`src/rtl/taq_pkg.sv`:
```
// shared types, sizes and index arithmetic for the timestamp anchor queue
package taq_pkg;

  localparam int unsigned ANCHOR_DEPTH = 128;
  localparam int unsigned IDX_W        = $clog2(ANCHOR_DEPTH);
  localparam int unsigned CNT_W        = $clog2(ANCHOR_DEPTH + 1);
  localparam int unsigned SUM_W        = CNT_W + 1;
  localparam int unsigned OFFSET_W     = 48;
  localparam int unsigned STAMP_W      = 33;
  localparam int unsigned ENTRIES_W    = 8;

  localparam logic [CNT_W-1:0] DEPTH_CNT = CNT_W'(ANCHOR_DEPTH);
  localparam logic [SUM_W-1:0] DEPTH_SUM = SUM_W'(ANCHOR_DEPTH);

  // action codes
  localparam logic ACT_APPEND = 1'b0;
  localparam logic ACT_TAKE   = 1'b1;

  typedef struct packed {
    logic                action;
    logic [OFFSET_W-1:0] consumed_offset;
    logic [OFFSET_W-1:0] start_offset;
    logic [STAMP_W-1:0]  stamp;
    logic                stamp_valid;
  } in_t;

  typedef struct packed {
    logic                 accepted;
    logic [STAMP_W-1:0]   stamp_out;
    logic                 stamp_out_valid;
    logic [ENTRIES_W-1:0] entries;
  } out_t;

  // request from the sequencer to the anchor memory
  typedef struct packed {
    logic                wr_en;
    logic [IDX_W-1:0]    wr_addr;
    logic [OFFSET_W-1:0] wr_offset;
    logic [STAMP_W-1:0]  wr_stamp;
    logic                rd_en;
    logic [IDX_W-1:0]    rd_addr;
  } mem_req_t;

  typedef struct packed {
    logic [OFFSET_W-1:0] offset;
    logic [STAMP_W-1:0]  stamp;
  } mem_rsp_t;

  // circular slot: (idx + n) modulo the depth, with n at most the depth
  function automatic logic [IDX_W-1:0] slot_add(logic [IDX_W-1:0] idx, logic [CNT_W-1:0] n);
    logic [SUM_W-1:0] sum;
    sum = SUM_W'(idx) + SUM_W'(n);
    if (sum >= DEPTH_SUM) begin
      sum = sum - DEPTH_SUM;
    end
    return sum[IDX_W-1:0];
  endfunction

endpackage

```
`src/rtl/taq_ctrl.sv`:
```
// sequencer: holds head and count, walks the queue through the memory, registers the result
module taq_ctrl (
  input  logic              clk_i,
  input  logic              rst_ni,
  input  logic              in_valid_i,
  output logic              in_stall_o,
  input  taq_pkg::in_t      in_data_i,
  output logic              out_valid_o,
  input  logic              out_stall_i,
  output taq_pkg::out_t     out_data_o,
  output taq_pkg::mem_req_t mem_req_o,
  input  taq_pkg::mem_rsp_t mem_rsp_i
);

  typedef enum logic [2:0] {
    ST_IDLE,
    ST_PRUNE_RD,
    ST_PRUNE_CHK,
    ST_APPEND,
    ST_TAKE_RD,
    ST_TAKE_CHK,
    ST_FINISH
  } state_e;

  state_e                      state_q;
  taq_pkg::in_t                item_q;
  logic [taq_pkg::IDX_W-1:0]   head_q;
  logic [taq_pkg::CNT_W-1:0]   count_q;
  logic                        res_accepted_q;
  logic [taq_pkg::STAMP_W-1:0] res_stamp_q;
  logic                        res_stamp_valid_q;
  taq_pkg::out_t               out_q;
  logic                        out_valid_q;

  logic                        in_fire;
  logic                        out_free;
  logic                        older_than_cursor;
  logic [taq_pkg::IDX_W-1:0]   head_next;

  assign in_stall_o        = (state_q != ST_IDLE);
  assign in_fire           = in_valid_i && (state_q == ST_IDLE);
  assign out_free          = !out_valid_q || !out_stall_i;
  assign older_than_cursor = mem_rsp_i.offset < item_q.consumed_offset;
  assign head_next         = taq_pkg::slot_add(head_q, taq_pkg::CNT_W'(1));

  // reads look one past the head when pruning, at the head when taking
  always_comb begin
    mem_req_o           = '0;
    mem_req_o.wr_addr   = taq_pkg::slot_add(head_q, count_q);
    mem_req_o.wr_offset = item_q.start_offset;
    mem_req_o.wr_stamp  = item_q.stamp;
    mem_req_o.wr_en     = (state_q == ST_APPEND) && item_q.stamp_valid &&
                          (count_q < taq_pkg::DEPTH_CNT);
    unique case (state_q)
      ST_PRUNE_RD: begin
        mem_req_o.rd_en   = (count_q > taq_pkg::CNT_W'(1));
        mem_req_o.rd_addr = head_next;
      end
      ST_TAKE_RD: begin
        mem_req_o.rd_en   = (count_q != '0);
        mem_req_o.rd_addr = head_q;
      end
      default: begin
        mem_req_o.rd_en   = 1'b0;
        mem_req_o.rd_addr = head_q;
      end
    endcase
  end

  always_ff @(posedge clk_i or negedge rst_ni) begin
    if (!rst_ni) begin
      state_q           <= ST_IDLE;
      head_q            <= '0;
      count_q           <= '0;
      out_valid_q       <= 1'b0;
      item_q            <= '0;
      res_accepted_q    <= 1'b0;
      res_stamp_q       <= '0;
      res_stamp_valid_q <= 1'b0;
      out_q             <= '0;
    end else begin
      // the final step reloads the output register itself
      if (out_valid_q && !out_stall_i && (state_q != ST_FINISH)) begin
        out_valid_q <= 1'b0;
      end
      unique case (state_q)
        ST_IDLE: begin
          if (in_fire) begin
            item_q            <= in_data_i;
            res_accepted_q    <= 1'b0;
            res_stamp_q       <= '0;
            res_stamp_valid_q <= 1'b0;
            state_q <= (in_data_i.action == taq_pkg::ACT_TAKE) ? ST_TAKE_RD : ST_PRUNE_RD;
          end
        end
        ST_PRUNE_RD: begin
          state_q <= (count_q > taq_pkg::CNT_W'(1)) ? ST_PRUNE_CHK : ST_APPEND;
        end
        ST_PRUNE_CHK: begin
          // drop the head while its successor starts before the cursor
          if (older_than_cursor) begin
            head_q  <= head_next;
            count_q <= count_q - taq_pkg::CNT_W'(1);
            state_q <= ST_PRUNE_RD;
          end else begin
            state_q <= ST_APPEND;
          end
        end
        ST_APPEND: begin
          if (!item_q.stamp_valid) begin
            res_accepted_q <= 1'b1;
          end else if (count_q < taq_pkg::DEPTH_CNT) begin
            count_q        <= count_q + taq_pkg::CNT_W'(1);
            res_accepted_q <= 1'b1;
          end
          state_q <= ST_FINISH;
        end
        ST_TAKE_RD: begin
          state_q <= (count_q != '0) ? ST_TAKE_CHK : ST_FINISH;
        end
        ST_TAKE_CHK: begin
          if (older_than_cursor) begin
            res_stamp_q       <= mem_rsp_i.stamp;
            res_stamp_valid_q <= 1'b1;
            head_q            <= head_next;
            count_q           <= count_q - taq_pkg::CNT_W'(1);
            state_q           <= ST_TAKE_RD;
          end else begin
            state_q <= ST_FINISH;
          end
        end
        ST_FINISH: begin
          if (out_free) begin
            out_q.accepted        <= res_accepted_q;
            out_q.stamp_out       <= res_stamp_q;
            out_q.stamp_out_valid <= res_stamp_valid_q;
            out_q.entries         <= taq_pkg::ENTRIES_W'(count_q);
            out_valid_q           <= 1'b1;
            state_q               <= ST_IDLE;
          end
        end
        default: begin
          state_q <= ST_IDLE;
        end
      endcase
    end
  end

  assign out_valid_o = out_valid_q;
  assign out_data_o  = out_q;

  a_count_bound: assert property (@(posedge clk_i) disable iff (!rst_ni)
    count_q <= taq_pkg::DEPTH_CNT)
    else $error("anchor count above depth");

  a_write_has_room: assert property (@(posedge clk_i) disable iff (!rst_ni)
    mem_req_o.wr_en |-> (count_q < taq_pkg::DEPTH_CNT) && (state_q == ST_APPEND))
    else $error("anchor write into a full queue");

  a_read_live_entry: assert property (@(posedge clk_i) disable iff (!rst_ni)
    mem_req_o.rd_en |-> (count_q != '0) && !mem_req_o.wr_en)
    else $error("anchor read with no live entry");

  a_count_step: assert property (@(posedge clk_i) disable iff (!rst_ni)
    !$stable(count_q) |->
      (count_q == $past(count_q) + taq_pkg::CNT_W'(1)) ||
      (count_q == $past(count_q) - taq_pkg::CNT_W'(1)))
    else $error("anchor count moved by more than one");

  a_result_held: assert property (@(posedge clk_i) disable iff (!rst_ni)
    (state_q == ST_FINISH) && !out_free |=> (state_q == ST_FINISH))
    else $error("result left before the output register was free");

endmodule

```
`config.mk`:
```
export PLATFORM = sky130hd
export DESIGN_NAME = taq_ctrl
export DESIGN_NICKNAME = d
export VERILOG_FILES = /design/src/rtl/taq_pkg.sv /design/src/rtl/taq_ctrl.sv
export SDC_FILE = /design/constraint.sdc
export NUM_CORES = 1
export LEC_CHECK = 0
export BUFFER_PORTS_ARGS = -buffer_cell sky130_fd_sc_hd__buf_4
export CAP_MARGIN = 20
export CORE_MARGIN = 2
export CORE_UTILIZATION = 45
export CTS_BUF_LIST = sky130_fd_sc_hd__clkbuf_4 sky130_fd_sc_hd__clkbuf_8
export DETAILED_ROUTE_END_ITERATION = 8
export MAX_ROUTING_LAYER = met4
export PLACE_DENSITY = 0.75
export SLEW_MARGIN = 20
export SYNTH_ARGS = -nofsm -noshare
export SYNTH_HDL_FRONTEND = slang
export SYNTH_SLANG_ARGS = --single-unit
export TNS_END_PERCENT = 10
```
`constraint.sdc`:
```
create_clock -name clk_i -period 2.3 [get_ports clk_i]
set_input_delay 0.115 -clock clk_i [delete_from_list [all_inputs] [get_ports clk_i]]
set_output_delay 0.115 -clock clk_i [all_outputs]
set_load 0.005 [all_outputs]
```
# Word-level counts from Yosys, hierarchy flattened
# Index checks and enable logic that the tools add are counted.
# word_totals
register_bits	227
latchBits	0
ram_bits	0
romBits	0
out_inout_bits	142
mem_count	0
# classes
n_addsub	6
multipliers	0
n_div	0
magnitude_cmp	5
eq_ne	14
shifts	0
muxes	27
bitwise	0
reduce_logical	22
# ops
cell	count
$mux 33	2
$pmux 33 s2	1
$lt 48x48->1	1
$pmux 8 s2	2
$mux 8	3
$pmux 3 s7	1
$mux 7	2
$sub 7x1->7 const B	2
$add 7x8->9	1
$eq 3x3->1 const B	3
$ge 9x8->1 const B	1
$mux 3	3
$add 7x1->8 const B	1
$add 8x1->8 const B	1
$ge 8x8->1 const B	1
$gt 8x1->1 const B	1
$lt 8x8->1 const B	1
$mux 1	8
$ne 2x2->1 const B	4
$reduce_and 2->1	4
$reduce_bool 8->1	1
$sub 8x1->8 const B	1
$eq 3x2->1 const B	2
$mux 2	3
other kinds (14)	24

# Longest topological paths before layout
# Gate-level depths: netlist (run 1).
# depth
ltp_word	6
ltp_mapped	10

# Worst setup path before layout (run 1)
# OpenSTA, ideal clock, no wires.
# synth_timing
path_kind	reg-to-reg
startpoint	register item_q[93] in the netlist's numbering
endpoint	register head_q[1] in the netlist's numbering
arrival_ps	2196
required_time_ps	2175
setup_slack_ps	-21
path_stages_with_launch	10
path_buffers	0
path_cell_list	dfrtp_1 -> inv_1 -> ha_1 -> and4_1 -> a21oi_1 -> a31oi_1 -> nor4_2 -> o211ai_4 -> or2_4 -> mux2_4
# synth_between
elab_chain_len	2
# synth_rtl
element	line_no	rtl
start, declared	taq_ctrl.sv:26	taq_pkg::in_t item_q;
start signal, assigned	taq_ctrl.sv:89	item_q <= in_data_i;
$lt 48x48->1	taq_ctrl.sv:43	assign older_than_cursor = mem_rsp_i.offset < item_q.consumed_offset;
$reduce_and 2->1 (no source line)	--	
end signal, assigned	taq_ctrl.sv:102	head_q <= head_next;
end signal, assigned	taq_ctrl.sv:125	head_q <= head_next;
end, declared	taq_ctrl.sv:27	logic [taq_pkg::IDX_W-1:0] head_q;
# Every way passes these cells.
# A chain may end at the register's enable or synchronous reset.

# Final worst setup path (run 1)
# layout_timing
startpoint	register item_q[87] in the netlist's numbering
endpoint	register count_q[3] in the netlist's numbering
# layout_between
elab_chain_len	3
# layout_rtl
element	line_no	rtl
$lt 48x48->1	taq_ctrl.sv:43	
$ne 2x1->1 (no source line)	--	
$reduce_and 4->1 (no source line)	--	
end signal, assigned	taq_ctrl.sv:103	count_q <= count_q - taq_pkg::CNT_W'(1);
end signal, assigned	taq_ctrl.sv:113	count_q <= count_q + taq_pkg::CNT_W'(1);
end signal, assigned	taq_ctrl.sv:126	count_q <= count_q - taq_pkg::CNT_W'(1);
end, declared	taq_ctrl.sv:28	logic [taq_pkg::CNT_W-1:0] count_q;
# Every way passes these cells.

==> results.tsv, run 1 <==
stage	metric	value	unit
timing	slew_viol_final	0	
logic_synthesis	synth_area_leader_cell	dfrtp_1	
route	drc	0	
floorplanning	dieArea	26290	sq um
power_and_ir_drop	power.total	18.96	mW
logic_synthesis	synth_seq_area_share	50.48	%
worst_setup_path	cp.required	2.71	ns
route	drt_iter0_drc	514	
logic_synthesis	synthArstFlopShare	100.0	%
timing	period_minus_slack	2.516	ns
clock_network	numCtsBuffers	40	
clock_network	clock_latency	0.53	ns
logic_synthesis	synth_edf_count	0	
route	met2_length	17830	microns
route	wirelength	34420	microns
clock_network	clockBufferDepth	3	
route	dr.pass1.iters	4	
placement	dpl.hpwl	21280	microns
worst_setup_path	crit_path_start_kind	flop	
floorplanning	die_height	162.1	microns
logic_synthesis	synth.cells.most_frequent	357 x nand2_1, 227 x dfrtp_1, 93 x inv_1	
timing	max_slew_margin	58.96	%
timing	fin_skew	0.02233	ns
logic_synthesis	synth-main-ff-cell	dfrtp_1	
floorplanning	coreArea	24460	sq um
global_routing	antenna_found_initial	1	
logic_synthesis	syn_area	11250	sq um
route	routed.top_layer	met4	
floorplanning	initial_core_util	46.00	%
placement	io_buffers	357	
logic_synthesis	synth_top_cell_area_share	50.48	%
outcome	status	finished with violations	
route	vias_per_cell	4.997	
clock_network	cts_tree	yes	
logic_synthesis	synth_cell_types	58	
floorplanning	pin_count	358	
timing	hold_violations	0	
logic_synthesis	syn-num-nets	1454	
power_and_ir_drop	p_leak	8.737	nW
timing	finalSetupViolCount	53	
route	wl_met3	1911	microns
placement	postPlaceCellArea	14040	sq um
route	routedWlPerCell	16.89	microns
logic_synthesis	syn_inst	1180	
route	antenna_left	0	
route	detail_route.wirelength.met1	13320	microns
timing	worst_pin_slew	0.6156	ns
worst_setup_path	reg2reg_depth	10	
logic_synthesis	synth.avg_cell_area	9.536	sq um
worst_setup_path	critPathMaxFanout	5	
logic_synthesis	yosysWarnings	0	
timing	max_freq	397.5	MHz
worst_hold_path	whs_path_depth	3	
worst_hold_path	hold_class	in -> reg	
cells_and_area	fin_area	17000	sq um
clock_network	clkTransAtPathRegs	0.06	ns
cells_and_area	layout-drive-gt1-share	34.62	%
worst_setup_path	critPathKind	reg -> reg	
power_and_ir_drop	p_per_area	1115	nW/um^2
global_routing	grt_overflow	0	
logic_synthesis	synth_most_common_cell	nand2_1	
timing	grt_setup_unrepaired	true	
flow_run	cap_violations	0	
clock_network	clock_sinks	227	
cells_and_area	syn2layout_area_growth	51.05	%
cells_and_area	nNetsFinal	1959	
logic_synthesis	yosys_register_bits	227	
timing	post-route-period-util	109.4	%
clock_network	htreeDepth	2	
power_and_ir_drop	ir_drop	0.6869	mV
worst_setup_path	crit_arrival	2.93	ns
global_routing	grt_pass1_wl	54870	microns
timing	tns	-6.076	ns
floorplanning	die-width	162.1	microns
worst_setup_path	crit_path_end_kind	flop	
route	vias	10180	
timing	setup_ws	-0.2156	ns
global_routing	grt_max_degree	119	
logic_synthesis	ys_top_cells_by_area	dfrtp_1 50%, nand2_1 12%, ha_1 6.3%	
placement	place.gp.congestion	0.8873	
cells_and_area	fill_cells	1714	
outcome	violations	negative setup slack	
global_routing	grt_pass1_vias	10950	
floorplanning	rows	57	
clock_network	cts-root-buf	clkbuf_8	
global_routing	grt_usage	26.92	%
## per-stage QoR
step	utilization (%)	instances	worst slack [ns]	hold WS, ns
after detailed placement	57.40	1784	-0.5142	0.1380
after global routing	69.48	2038	-0.3520	0.05025
after global placement	57.40	1784	-0.3885	0.1284
after CTS	68.74	2034	-0.2663	0.008569
final	69.48	2038	-0.2156	0.03198
after floorplan	-	1180	-0.01775	-0.1806
## registers in the layout (all words and copies together) (netlist names)
| signal | cells |
|---|---|
| res_stamp_valid_q | 1 |
| mem_req_o | 81 |
| count_q | 8 |
| res_stamp_q | 33 |
| head_q | 7 |
| out_data_o | 43 |
| res_accepted_q | 1 |
| state_q | 3 |
| out_valid_o | 1 |
| item_q | 49 |
## where the power goes
part / switching (mW) / leakage [nW] / internal, mW
registers: 0.907 / 2.88 / 5.63
clock network: 1.65 / 0.456 / 2.25
logic: 4.21 / 5.40 / 4.31
total: 6.76 / 8.74 / 12.2
## layer usage
layer	track usage (%)	up-vias
met2	47.35	393
met1	30.29	4924
li1	-	4765
met4	11.14	0
met3	4.826	101
met5	-	-
## logic make-up after synthesis
kind of cell             share of synthesized area (%)
XOR/XNOR                                         1.635
AO/OA/AOI/OAI                                    7.295
multiplexers                                     7.461
adder cells (fa/ha/maj)                          6.516
flip-flops                                       50.48
buffers and inverters                            10.45
AND/OR/NAND/NOR                                  16.16
## layout by cell type, fill, tap and decap left out, types with 3 or more instances in the layout
| cell | netlist | final |
|---|---|---|
| clkbuf_8 | 0 | 53 |
| inv_1 | 93 | 88 |
| o21ai_0 | 58 | 58 |
| xor2_1 | 9 | 9 |
| inv_2 | 0 | 5 |
| mux2i_1 | 34 | 32 |
| buf_4 | 82 | 409 |
| clkbuf_4 | 0 | 12 |
| a31oi_1 | 4 | 4 |
| o31ai_1 | 5 | 3 |
| or3_1 | 5 | 5 |
| nor3_1 | 10 | 6 |
| clkinv_2 | 0 | 4 |
| nor3_2 | 0 | 4 |
| nand4_1 | 11 | 11 |
| dlygate4sd3_1 | 0 | 166 |
| dfrtp_1 | 227 | 227 |
| nor2_4 | 0 | 3 |
| nand3_1 | 17 | 15 |
| and3_1 | 5 | 4 |
| a21oi_2 | 0 | 4 |
| o211ai_1 | 5 | 5 |
| ha_4 | 0 | 5 |
| a21o_1 | 10 | 10 |
| xnor2_1 | 12 | 12 |
| buf_6 | 3 | 5 |
| mux2_2 | 43 | 43 |
| nand2_1 | 357 | 356 |
| a21oi_1 | 23 | 18 |
| nor2_1 | 17 | 13 |
| buf_12 | 0 | 11 |
| ha_1 | 57 | 50 |
## final timing paths
kind / startpoint / endpoint / slack (ns)
max in group asynchronous: rst_ni / out_data_o[32] / 1.38
setup reg to reg: item_q[87] / count_q[3] / -0.22
setup / recovery: item_q[87] / count_q[3] / -0.22
hold / removal: in_valid_i / state_q[2] / 0.03
hold reg to reg: res_accepted_q / res_accepted_q / 0.47
min in group asynchronous: rst_ni / item_q[99] / 0.14
## worst max-delay path: stages, from the launching register on
cell and delay (ns):
dfrtp_1 0.37, inv_1 0.07, ha_1 0.23, and3_1 0.15, o211ai_1 0.20, a31oi_1 0.12, nor4_2 0.39, o211ai_4 0.15
buf_6 0.16, o211a_1 0.22, or3_1 0.35
## final cells by class
type / instances / area, sq um / share of cell area (%)
Multi-Input combinational cell: 729 / 4656 / 27.39
Clock buffer: 65 / 819.5 / 4.822
Sequential cell: 227 / 5680 / 33.42
Inverter: 94 / 352.8 / 2.076
Antenna cell: 1 / 2.502 / 0.01472
Clock inverter: 5 / 28.78 / 0.1693
Tap cell: 324 / 405.4 / 2.385
Timing Repair Buffer: 593 / 5051 / 29.72
## repair_timing
action                                  CTS  global route
gates resized for setup                  22            29
hold endpoints to repair                235             0
pin swaps                                13            18
setup buffers                            13             3
hold buffers                            166             0
endpoints found under the setup margin   55            58
gates cloned                              2             0
(Power assumes the default switching activity.)
==> inputs of run 2 (changes only) <==
BUFFER_PORTS_ARGS = -buffer_cell sky130_fd_sc_hd__clkbuf_2   (was -buffer_cell sky130_fd_sc_hd__buf_4)
==> run 2 against run 1 <==
Compared with the run above: the run still ends with negative setup slack left; register-to-register slack about the same; flip-flop and latch count unchanged; largest power group unchanged; largest cell class unchanged; fmax decreased by 0.36%; non-clock buffer count increased by 2; first-iteration DRC count increased by 12%; setup slack got worse by 0.0090 ns; worst hold slack got worse by 0.014 ns.
==> results.tsv, run 2 (synthesis gave the netlist of run 1 again) <==
stage	metric	value	unit	change
floorplanning	pin_count	358		unchanged
flow_run	cap_violations	0		unchanged
route	drc	0		unchanged
route	drt_iter0_drc	574		+12%
clock_network	clock_sinks	227		unchanged
worst_setup_path	crit_top_cell	buf_12		
worst_setup_path	reg2reg_from	item_q[90]		
clock_network	clockBufferDepth	3		unchanged
floorplanning	die-width	162.1	microns	unchanged
worst_hold_path	whs_path_depth	3		unchanged
timing	worst_pin_slew	0.4547	ns	-0.1609 ns
cells_and_area	fin_cells	2040		+0.098%
power_and_ir_drop	p_leak	8.478	nW	-3.0%
clock_network	cts_tree	yes		
route	routedWlPerCell	16.78	microns	-0.62%
route	antenna_left	0		unchanged
cells_and_area	final_cell_mix	356 x nand2_1, 355 x clkbuf_2, 225 x dfrtp_1, 166 x dlygate4sd3_1, 87 x inv_1		
route	vias	10190		+0.088%
worst_setup_path	path_cells	inv_2 -> ha_1 -> and4_4 -> a21oi_2 -> a31oi_2 -> nor4_4 -> o211ai_4 -> buf_12 -> nor2_8 -> buf_12 -> mux2i_1		
worst_hold_path	hold_class	in -> reg		
placement	postPlaceCellArea	13160	sq um	-6.3%
worst_setup_path	crit_buf_inv	3		+1
worst_setup_path	cp-startpoint	item_q[90]		
cells_and_area	largest_register_ffs	81		unchanged
global_routing	grt_pass1_wl	53720	microns	-2.1%
placement	place.gp.congestion	0.8758		-1.3%
route	wirelength	34240	microns	-0.53%
clock_network	clock_latency	0.54	ns	about the same
floorplanning	coreArea	24460	sq um	unchanged
timing	finalSetupViolCount	51		-3.8%
timing	post-route-period-util	109.8	%	+0.39 points
floorplanning	die_height	162.1	microns	unchanged
worst_setup_path	crit_path_end_kind	flop		
worst_setup_path	reg2reg_depth	11		+1
worst_setup_path	crit_arrival	2.97	ns	+0.04 ns
timing	max_slew_margin	69.69	%	+11 points
power_and_ir_drop	power.total	18.28	mW	-3.6%
timing	slew_viol_final	0		unchanged
power_and_ir_drop	p_per_area	1134	nW/um^2	+1.6%
floorplanning	rows	57		unchanged
global_routing	grt_pass1_vias	10790		-1.5%
placement	io_buffers	357		unchanged
floorplanning	dieArea	26290	sq um	unchanged
clock_network	htreeDepth	2		unchanged
floorplanning	initial_core_util	46.00	%	unchanged
route	wl_met3	1972	microns	+3.2%
placement	dpl.hpwl	20640	microns	-3.0%
route	detail_route.wirelength.met1	13200	microns	-0.92%
timing	hold_violations	0		unchanged
route	met2_length	17220	microns	-3.4%
timing	max_freq	396.1	MHz	-0.36%
worst_setup_path	cp_top_family	simple AND/OR/NAND/NOR gates		
worst_setup_path	cpMaxStageDelayCell	dfrtp_1		
route	vias_per_cell	4.996		about the same
outcome	status	finished with violations		
placement	placed_cells	1787		+0.17%
cells_and_area	final_common_cell	nand2_1		
cells_and_area	fin_area	16130	sq um	-5.1%
worst_setup_path	slowest_delay	0.35	ns	-0.04 ns
timing	period_minus_slack	2.525	ns	+0.008986 ns
cells_and_area	syn2layout_area_growth	43.33	%	
clock_network	numCtsBuffers	39		-2.5%
global_routing	grt_overflow	0		unchanged
worst_setup_path	cp.depth	11		+1
worst_setup_path	critPathMaxFanout	6		+1
global_routing	grt_max_degree	72		-39%
outcome	violations	negative setup slack		
clock_network	clkTransAtPathRegs	0.07	ns	about the same
placement	pre_cts_ws	-0.5076	ns	+0.006604 ns
worst_hold_path	hp-start	in_valid_i		
cells_and_area	layout-drive-gt1-share	35.01	%	+0.39 points
route	routed.top_layer	met4		
timing	setup_ws	-0.2246	ns	-0.008986 ns
timing	grt_setup_unrepaired	true		
global_routing	antenna_found_initial	1		unchanged
power_and_ir_drop	ir_drop	0.6634	mV	-3.4%
timing	fin_skew	0.02222	ns	-0.0001152 ns
worst_setup_path	cp.required	2.75	ns	+0.04 ns
route	dr.pass1.iters	7		+3
clock_network	cts-root-buf	clkbuf_8		
worst_setup_path	crit_path_start_kind	flop		
worst_setup_path	critPathKind	reg -> reg		
cells_and_area	nNetsFinal	1960		+0.051%
global_routing	grt_usage	26.48	%	-0.45 points
## run 2: metal layers
layer  GRT usage, %  vias to the layer above
li1               -                     4777
met1          29.02                     4834
met2          45.65                      439
met3          5.031                      142
met4          14.28                        0
met5              -                        -
## run 2: through the flow
step / hold slack [ns] / util, % / setup TNS [ns]
floorplan: -0.1806 / - / -0.01775
CTS: 0.003188 / 65.23 / -4.722
finish: 0.01813 / 65.93 / -6.064
detailed placement: 0.07019 / 53.80 / -16.56
global route: 0.03361 / 65.92 / -12.82
global placement: 0.06952 / 53.80 / -14.24
## run 2: cell type report
cell class              instances  area, sq um
flip-flops and latches        227         5683
repair buffers                595         4160
inverters                      94        356.6
well taps                     324        405.4
fillers                      1775         8334
multi-input cells             729         4678
clock inverters                10        90.09
clock buffers                  59        749.5
diodes                          2        5.005
## run 2: final timing paths
check                                   to  slack [ns]
setup / recovery           res_stamp_q[13]       -0.22
hold / removal                  state_q[2]        0.02
setup reg to reg           res_stamp_q[13]       -0.22
hold reg to reg              mem_req_o[73]        0.48
max in group asynchronous    mem_req_o[43]        1.36
min in group asynchronous      item_q[102]        0.10
## run 2: what timing repair did
action                     CTS  global route
buffers inserted            12             2
hold endpoints to repair   357             0
hold buffers               166             0
setup endpoints to repair   57            59
pin swaps                   18            15
gates resized for setup     33            31
gates cloned                 2             0
## run 2: worst min-delay path, cell delays in order
cell and delay [ns]:
clkbuf_2 0.14, a31oi_1 0.09, o221ai_1 0.17
## run 2: report_power, final
group | leakage, nW | internal (mW) | switching (mW)
Combinational | 5.16 | 3.66 | 4.19
Clock | 0.448 | 2.21 | 1.70
Sequential | 2.87 | 5.64 | 0.892
Total | 8.48 | 11.5 | 6.78
